[src/sv/assert_macros.svh]
// Assertion macros used by the RTL.
`ifndef ASSERT_MACROS_SVH
`define ASSERT_MACROS_SVH

// Checked on every clock edge outside reset.
`define ASSERT_CLK(label, prop, msg) \
  label: assert property (@(posedge clk) disable iff (rst) prop) else $error(msg);

// Checked on every clock edge, reset included.
`define ASSERT_ALWAYS(label, prop, msg) \
  label: assert property (@(posedge clk) prop) else $error(msg);

`endif

[src/sv/dbm_pkg.sv]
// Constants for the drawdown breach monitor.
`default_nettype none

package dbm_pkg;

  localparam int RET_W    = 32;  // return, signed Q8.24
  localparam int GROW_W   = 32;  // growth factor, unsigned Q8.24
  localparam int EQ_W     = 48;  // equity and peak, unsigned Q16.32
  localparam int LIMIT_W  = 25;  // drawdown, unsigned Q1.24
  localparam int POS_W    = 32;  // reported position
  localparam int TDATA_W  = 64;  // result word, padded to whole bytes
  localparam int STEP_W   = 5;

  localparam int MUL_STEPS = 32;  // one multiplier bit per cycle
  localparam int DIV_STEPS = 25;  // one quotient bit per cycle

  localparam logic [EQ_W-1:0]    ONE_Q32     = 48'h0001_0000_0000;
  localparam logic [EQ_W-1:0]    EQ_MAX      = 48'hFFFF_FFFF_FFFF;
  localparam logic [LIMIT_W-1:0] ONE_Q24     = 25'h100_0000;
  localparam logic [LIMIT_W-1:0] LIMIT_RESET = 25'd3355443;

endpackage

`default_nettype wire

[src/sv/drawdown_breach_monitor_top.sv]
// Maximum-drawdown tracker with latched breach, serial multiply and divide.
// Sequence: once a word is accepted, a bit-serial equity multiply, an update
// step, a restoring divide and a finish step; a word arriving after a breach
// goes straight to the finish step. A new word is accepted only in idle, once
// the previous result is registered; the finish step waits for a free output.
// Reset (rst, synchronous): equity and peak 1.0, drawdown, count and breach 0,
// limit 3355443, output empty.
`default_nettype none

module drawdown_breach_monitor_top #(
  parameter int COUNT_BITS = 32
) (
  input  wire                          clk,
  input  wire                          rst,
  input  wire                          s_axis_tvalid,
  output logic                         s_axis_tready,
  input  wire  [dbm_pkg::RET_W-1:0]    s_axis_tdata,   // [31:0] daily_return
  input  wire  [0:0]                   s_axis_tuser,   // [0] series_start
  output logic                         m_axis_tvalid,
  input  wire                          m_axis_tready,
  output logic [dbm_pkg::TDATA_W-1:0]  m_axis_tdata,   // [31:0] position_index,
                                                       // [56:32] max_drawdown
  output logic [0:0]                   m_axis_tuser,   // [0] breached
  input  wire                          cfg_we,
  input  wire  [dbm_pkg::LIMIT_W-1:0]  cfg_wdata       // drawdown_limit
);

  import dbm_pkg::*;

  `include "assert_macros.svh"

  typedef enum logic [2:0] {
    ST_IDLE,
    ST_MUL,
    ST_EQ,
    ST_DIV,
    ST_DONE
  } state_t;

  state_t                 state;
  logic [STEP_W-1:0]      step;
  logic                   skip;

  // series state
  logic [EQ_W-1:0]        equity;
  logic [EQ_W-1:0]        peak;
  logic [LIMIT_W-1:0]     worst;
  logic [COUNT_BITS-1:0]  item_count;
  logic                   breach_latched;
  logic [COUNT_BITS-1:0]  breach_pos;
  logic [LIMIT_W-1:0]     limit;

  // serial datapath
  logic [EQ_W-1:0]        mcand;
  logic [EQ_W-1:0]        prod_hi;
  logic [GROW_W-1:0]      mplier;
  logic [EQ_W:0]          rem;
  logic [LIMIT_W-1:0]     quot;

  // growth factor 1 + r, clamped at zero
  logic signed [RET_W:0]  grow_sum;
  logic [GROW_W-1:0]      grow;

  always_comb begin
    grow_sum = $signed({8'd0, ONE_Q24}) +
               $signed({s_axis_tdata[RET_W-1], s_axis_tdata});
    grow     = grow_sum[RET_W] ? '0 : grow_sum[GROW_W-1:0];
  end

  // multiplier step: add multiplicand on a set bit, shift right
  logic [EQ_W:0] mul_sum;
  assign mul_sum = {1'b0, prod_hi} + (mplier[0] ? {1'b0, mcand} : '0);

  // equity after scaling: product >> 24, saturated to 48 bits
  logic [EQ_W-1:0] eq_new;
  logic [EQ_W-1:0] peak_new;
  always_comb begin
    eq_new   = (|prod_hi[EQ_W-1:EQ_W-8]) ? EQ_MAX : {prod_hi[EQ_W-9:0], mplier[GROW_W-1:24]};
    peak_new = (eq_new > peak) ? eq_new : peak;
  end

  // divider step: compare, subtract, shift
  logic          div_ge;
  logic [EQ_W:0] div_diff;
  logic [EQ_W-1:0] div_rem;
  always_comb begin
    div_diff = rem - {1'b0, peak};
    div_ge   = (rem >= {1'b0, peak});
    div_rem  = div_ge ? div_diff[EQ_W-1:0] : rem[EQ_W-1:0];
  end

  // finish: drawdown, breach test, count
  logic [LIMIT_W-1:0]    dd;
  logic [LIMIT_W-1:0]    worst_next;
  logic                  hit;
  logic                  breach_next;
  logic [COUNT_BITS-1:0] breach_pos_next;
  logic [COUNT_BITS-1:0] count_next;
  logic [63:0]           pos_ext;
  logic                  out_free;

  always_comb begin
    dd              = (quot > ONE_Q24) ? ONE_Q24 : quot;
    worst_next      = (!skip && dd > worst) ? dd : worst;
    hit             = !skip && (worst_next >= limit);
    breach_next     = breach_latched || hit;
    breach_pos_next = hit ? item_count : breach_pos;
    count_next      = (skip || (&item_count)) ? item_count : item_count + 1'b1;
    pos_ext         = 64'(breach_next ? breach_pos_next : count_next);
    out_free        = !m_axis_tvalid || m_axis_tready;
  end

  assign s_axis_tready = (state == ST_IDLE);

  // control, series state and result register
  always_ff @(posedge clk) begin
    if (rst) begin
      state          <= ST_IDLE;
      step           <= '0;
      skip           <= 1'b0;
      equity         <= ONE_Q32;
      peak           <= ONE_Q32;
      worst          <= '0;
      item_count     <= '0;
      breach_latched <= 1'b0;
      breach_pos     <= '0;
      limit          <= LIMIT_RESET;
      m_axis_tvalid  <= 1'b0;
    end else begin
      if (cfg_we) begin
        limit <= cfg_wdata;
      end
      // result valid: load on finish, drop once taken
      if (state == ST_DONE && out_free) begin
        m_axis_tvalid <= 1'b1;
      end else if (m_axis_tready) begin
        m_axis_tvalid <= 1'b0;
      end
      case (state)
        ST_IDLE: begin
          if (s_axis_tvalid) begin
            if (s_axis_tuser[0]) begin
              equity         <= ONE_Q32;
              peak           <= ONE_Q32;
              worst          <= '0;
              item_count     <= '0;
              breach_latched <= 1'b0;
              breach_pos     <= '0;
            end
            mcand   <= s_axis_tuser[0] ? ONE_Q32 : equity;
            prod_hi <= '0;
            mplier  <= grow;
            step    <= '0;
            skip    <= breach_latched && !s_axis_tuser[0];
            state   <= (breach_latched && !s_axis_tuser[0]) ? ST_DONE : ST_MUL;
          end
        end
        ST_MUL: begin
          prod_hi <= mul_sum[EQ_W:1];
          mplier  <= {mul_sum[0], mplier[GROW_W-1:1]};
          step    <= step + 1'b1;
          if (step == STEP_W'(MUL_STEPS - 1)) begin
            state <= ST_EQ;
          end
        end
        ST_EQ: begin
          equity <= eq_new;
          peak   <= peak_new;
          rem    <= {1'b0, peak_new - eq_new};
          quot   <= '0;
          step   <= '0;
          state  <= ST_DIV;
        end
        ST_DIV: begin
          rem  <= {div_rem, 1'b0};
          quot <= {quot[LIMIT_W-2:0], div_ge};
          step <= step + 1'b1;
          if (step == STEP_W'(DIV_STEPS - 1)) begin
            state <= ST_DONE;
          end
        end
        ST_DONE: begin
          if (out_free) begin
            worst          <= worst_next;
            breach_latched <= breach_next;
            breach_pos     <= breach_pos_next;
            item_count     <= count_next;
            m_axis_tuser   <= breach_next;
            m_axis_tdata   <= {7'd0, worst_next, pos_ext[POS_W-1:0]};
            state          <= ST_IDLE;
          end
        end
        default: begin
          state <= ST_IDLE;
        end
      endcase
    end
  end

  // checks on the datapath and sequencing
  `ASSERT_CLK(a_peak_ge_equity, peak >= equity, "peak below equity")
  `ASSERT_CLK(a_peak_floor, |peak[EQ_W-1:32], "peak below 1.0")
  `ASSERT_CLK(a_worst_range, worst <= ONE_Q24, "drawdown above 1.0")
  `ASSERT_CLK(a_result_load, (state == ST_DONE && out_free) |=> m_axis_tvalid, "result lost")
  `ASSERT_CLK(a_div_steps, (state == ST_DIV) |-> (step < STEP_W'(DIV_STEPS)), "divider overrun")

endmodule

`default_nettype wire
[config.mk]
export PLATFORM = sky130hd
export DESIGN_NAME = drawdown_breach_monitor_top
export DESIGN_NICKNAME = d
export VERILOG_FILES = /design/src/sv/dbm_pkg.sv /design/src/sv/drawdown_breach_monitor_top.sv
export VERILOG_INCLUDE_DIRS = /design/src /design/src/sv
export SDC_FILE = /design/constraint.sdc
export NUM_CORES = 1
export LEC_CHECK = 0
export BUFFER_PORTS_ARGS = -buffer_cell sky130_fd_sc_hd__buf_2
export CAP_MARGIN = 20
export CORE_AREA = 3 3 327 329
export DETAILED_ROUTE_END_ITERATION = 8
export DIE_AREA = 0 0 330 332
export GPL_ROUTABILITY_DRIVEN = 0
export GPL_TIMING_DRIVEN = 0
export PLACE_DENSITY = 0.48
export RECOVER_POWER = 100
export SYNTH_ARGS = -nofsm -noshare
export SYNTH_HDL_FRONTEND = slang
export SYNTH_SLANG_ARGS = --single-unit
[constraint.sdc]
create_clock -name clk -period 19.11 [get_ports clk]
set_clock_uncertainty 0.05 [all_clocks]
set_input_delay 3.822 -clock clk [delete_from_list [all_inputs] [get_ports clk]]
set_output_delay 3.822 -clock clk [all_outputs]
set_load 0.1 [all_outputs]
After elaboration in Yosys (flattened, before gate mapping)
Index checks and enable logic that the tools add are counted.

cells by class
  add/subtract/negate cells = 6
  $mul = 0
  divide/modulo/power cells = 0
  magnitude comparators = 5
  equal/unequal tests = 11
  shift-type cells = 0
  muxes and demuxes = 46
  bitwise operators = 1
  reduce and logical (&&, ||, !) cells = 30

operator list
  operator                                                         count
  48-bit 2-to-1 mux                                                9
  32-bit 2-to-1 mux                                                9
  48-bit one-hot mux with 2 select lines                           3
  32-bit one-hot mux with 2 select lines                           3
  25-bit 2-to-1 mux                                                5
  25-bit one-hot mux with 2 select lines                           2
  49-bit one-hot mux with 2 select lines                           1
  48-bit subtractor                                                2
  48-bit by 48-bit adder with 49-bit output                        1
  49-bit by 48-bit >= comparator with 1-bit output                 1
  48-bit greater-than comparator                                   1
  26-bit by 32-bit adder with 33-bit output, first input constant  1
  32-bit by 1-bit adder with 32-bit output, second input constant  1
  32-bit AND reduction                                             1
  25-bit >= comparator                                             1
  25-bit greater-than comparator                                   1
  25-bit greater-than comparator, second input constant            1
  3-bit 2-to-1 mux                                                 5
  3-bit one-hot mux with 5 select lines                            1
  5-bit one-hot mux with 3 select lines                            1
  3-bit AND reduction                                              4
  5-bit == test, second input constant                             2
  2-bit nonzero test                                               5
  2-bit != test, second input constant                             4
  other kinds (18)                                                 34

word-level totals
  register bits = 481
  bits in latches = 0
  RAM bits = 0
  ROM bits = 0
  input port bits = 63
  memories kept = 0

Depth between registers and ports, before layout
  word-level depth = 10
  gate-level depth with buffers = 33

Least setup slack after synthesis
No wires, ideal clock.

  kind = input port to flip-flop
  start point = in rst
  end point = reg mplier[0] (enable)
  data arrival time = 8.112 ns
  data required time = 18.516 ns
  setup slack = 10.405 ns
  stages = 3
  cell sequence = clkbuf_1 > buf_1 > a21oi_1

on the way
  word-level cells in the longest chain between the ends = 2

ends and longest elaborated chain
  item                           line                                RTL
  from (decl)                    drawdown_breach_monitor_top.sv:14   input wire rst,
  1-bit inverter (no line)       -
  3-bit AND reduction (no line)  -
  to (signal assigned)           drawdown_breach_monitor_top.sv:152  mplier <= grow;
  to (signal assigned)           drawdown_breach_monitor_top.sv:160  mplier <= {mul_sum[0], mplier[GROW_W-1:1]};
  to (decl)                      drawdown_breach_monitor_top.sv:56   logic [GROW_W-1:0] mplier;

No other way between the ends.
A chain may end at the register's enable or synchronous reset.

Final worst setup path
  start point = reg prod_hi[44]
  end point = reg rem[45], data pin

on the way
  word-level cells in the longest chain between the ends = 6

ends and longest elaborated chain
  item                                      line                                RTL
  from (decl)                               drawdown_breach_monitor_top.sv:55   logic [EQ_W-1:0] prod_hi;
  from (signal assigned)                    drawdown_breach_monitor_top.sv:159  prod_hi <= mul_sum[EQ_W:1];
  8-bit OR reduction *                      drawdown_breach_monitor_top.sv:78   eq_new = (|prod_hi[EQ_W-1:EQ_W-8]) ? EQ_MAX : {prod_hi[EQ_W-9:0], mplier[GROW_W-1:24]};
  48-bit 2-to-1 mux *                       drawdown_breach_monitor_top.sv:78
  48-bit greater-than comparator            drawdown_breach_monitor_top.sv:79   peak_new = (eq_new > peak) ? eq_new : peak;
  48-bit 2-to-1 mux                         drawdown_breach_monitor_top.sv:79
  48-bit subtractor *                       drawdown_breach_monitor_top.sv:169  rem <= {1'b0, peak_new - eq_new};
  49-bit one-hot mux with 2 select lines *  drawdown_breach_monitor_top.sv:139  case (state)
  to (signal assigned)                      drawdown_breach_monitor_top.sv:169
  to (signal assigned)                      drawdown_breach_monitor_top.sv:175  rem <= {div_rem, 1'b0};
  to (decl)                                 drawdown_breach_monitor_top.sv:57   logic [EQ_W:0] rem;

Every way passes the cells marked *; elsewhere a longest branch is shown, timed or not.

==> qor.yml <==
postCtsSetupRepairBufs: 0
fin_crit_sh_pct: 50.4
clock_tree.root_cell: "clkbuf_16"
relSlewSlack_pct: -43.9
endpoint_kind: "flop"
yosys-top-cells-area: "edfxtp_1 (25%), dfxtp_1 (14%), ha_1 (9.9%)"
clock-sinks: 481
avgSynthCellArea_um2: 8.79
fp.coreArea_um2: 104000
path_max_fanout: 10
dp_slack_ns: 9.63
hpwl_mm: 79.3
final-seq-area_um2: 12200
synth_edf_count: 260
wl_mm: 103
synth_cell_types: 83
nFillCells: 10900
grtUsageMet3_pct: 2.29
grt_first_pass_wirelength_mm: 157
synth_area_leader_cell: "edfxtp_1"
syn_area_um2: 31200
post_dp_cell_area_um2: 33800
maxCapViolations: 3
rsz0062_at_grt: "no"
finalPower_mw: 2.56
holdBufCountCts: 0
cp.depth: 32
violations: "max-capacitance violations, max-slew violations"
path_buf_inv: 6
syn2layout_area_growth_pct: 13.2
finalSetupViolations: 0
nets: 4051
grt_usage_pct: 18.3
cts_buffers: 54
design_area_um2: 35300
yosysSeqAreaShare_pct: 39.2
die_x_um: 330
routedWlPerCell_um: 20.0
fmax_ghz: 0.104
die_height_um: 332
path_clk_slew_ns: 0.07
critPathMaxStageDelay_ns: 0.60
tightest_slew_ns: 2.16
drt_pass1_iterations: 6
rows: 118
grt_max_degree: 39
min_period_ns: 9.63
async_reset_ff_share_pct: 0
final_common_cell: "nor2_1"
antenna_left: 0
pin_count: 130
cts_max_level: 2
grt-ovfl-total: 0
ys_ff_latch: 481
cp-start-kind: "flop"
hold_viol_final: 0
drv_slew: 86
vias: 26900
status: "finished, violations left"
avgViaCountPerCell: 5.20
synthFlopType: "edfxtp_1"
die_area_um2: 110000
groute.layer.met1.usage_pct: 26.1
io_buffer_count: 120
cellLeakagePower_nw: 13.6
start_util_pct: 30.1
drt_iter0_drc: 2061
drive_gt1_share_pct: 5.18
crit_arrival_ns: 9.90
rr_worst_depth: 32
synth_warnings: 0
multiInputGateArea_um2: 17400
crit_top_cell: "clkbuf_1"
critPathTopFamily: "compound AO/OA/AOI/OAI gates"
gr-usage-met2_pct: 29.2
cts_resized: 0
antenna_found_initial: 4
tritoncts: "yes"
hold_depth: 2
hold_path_class: "flop to flop"
synthCells: 3548
grt_pass1_vias: 26100
clk_latency_ns: 0.63
peakVddDrop_uv: 62.5
crit_type: "flop to flop"
grt.busiest_layer: "met2"
fin_ws_ns: 9.48
clock_path_buffers: 3
power.density_nw_per_um2: 72.4
crit_slowest_cell: "nor2_1"
route.detailed.drc: 0
synth_top_area_share_pct: 25.0
layout_common_cells: "nor2_1 (372), a21oi_1 (334), clkbuf_1 (262)"
tns_ns: 0
cp.required_ns: 19.39
-- flip-flops by register name, summed over array words and instances, names as in the netlist, 32 cells and up --
name,count
equity,48
rem,49
mcand,48
breach_pos,32
item_count,32
m_axis_tdata,57
peak,48
mplier,32
prod_hi,48
-- cells by family after synthesis --
logic type      share of synthesized area [%]
compound gates                           22.7
xor+xnor                                 3.68
fa+ha+maj                                10.1
buf+inv                                  5.24
flops                                    39.2
mux                                      1.61
other cells                            0.0120
simple gates                             17.5
-- Yosys cell counts (28+ instances only) --
library cell  number
and3_1            54
nand2b_1          29
nand2_1          214
inv_1            200
o21ai_0          150
a211oi_1          54
o22ai_1           30
xor2_1            66
nor3_1            47
a21o_1           115
nand3_1          130
xnor2_1           65
o21a_1            74
dfxtp_1          221
o211ai_1          68
nand4_1           48
nor2_1           372
buf_2             28
ha_1             246
clkbuf_1         160
and2_1            78
a22o_1            84
a31oi_1           51
a21oi_1          334
nor2b_1           95
edfxtp_1         260
-- worst register-to-register path, delay by kind of cell, from the launching register on --
family          cells  cell delay [ns]
compound gates     16             3.49
xor+xnor            1             0.25
fa+ha+maj           2             0.69
buf+inv             6             2.08
flops               1             0.40
simple gates        7             2.36
-- per-stage QoR --
| step | util (%) | hold WS, ns | cells |
|---|---|---|---|
| 2_1_floorplan | - | 0.393 | 3554 |
| 3_3_place_gp | 32.3 | 0.403 | 5054 |
| 3_5_place_dp | 32.5 | 0.408 | 5063 |
| 4_1_cts | 34.3 | 0.416 | 5164 |
| 5_1_grt | 34.0 | 0.433 | 5164 |
| 6_report | 34.0 | 0.415 | 5166 |
-- final cells by class --
type,count,area share [%]
well taps,1380,4.89
clock buffers,74,4.36
repair buffers,129,1.58
inverters,201,2.14
plain buffers,213,2.45
flip-flops and latches,481,34.6
diodes,2,0.0142
multi-input cells,2659,49.1
clock inverters,27,0.801
-- final timing paths --
path | from | slack, ns | endpoint
min | peak[23] | 0.41 | peak[23]
min reg2reg | peak[23] | 0.41 | peak[23]
max | prod_hi[44] | 9.48 | rem[45]
max reg2reg | prod_hi[44] | 9.48 | rem[45]
-- routing by layer --
layer	up-vias	part of all wire, %
li1	13300	-
met1	12900	49
met2	573	45
met3	113	4.3
met4	2	2.1
met5	-	0.013
-- where the power goes --
group	switching [mW]	leakage (nW)	internal [mW]	total, mW
clock	0.468	0.890	0.632	1.10
combinational	0.204	8.38	0.117	0.321
sequential	0.0138	4.30	1.12	1.14
No activity file was read; power rests on OpenSTA's default activity.
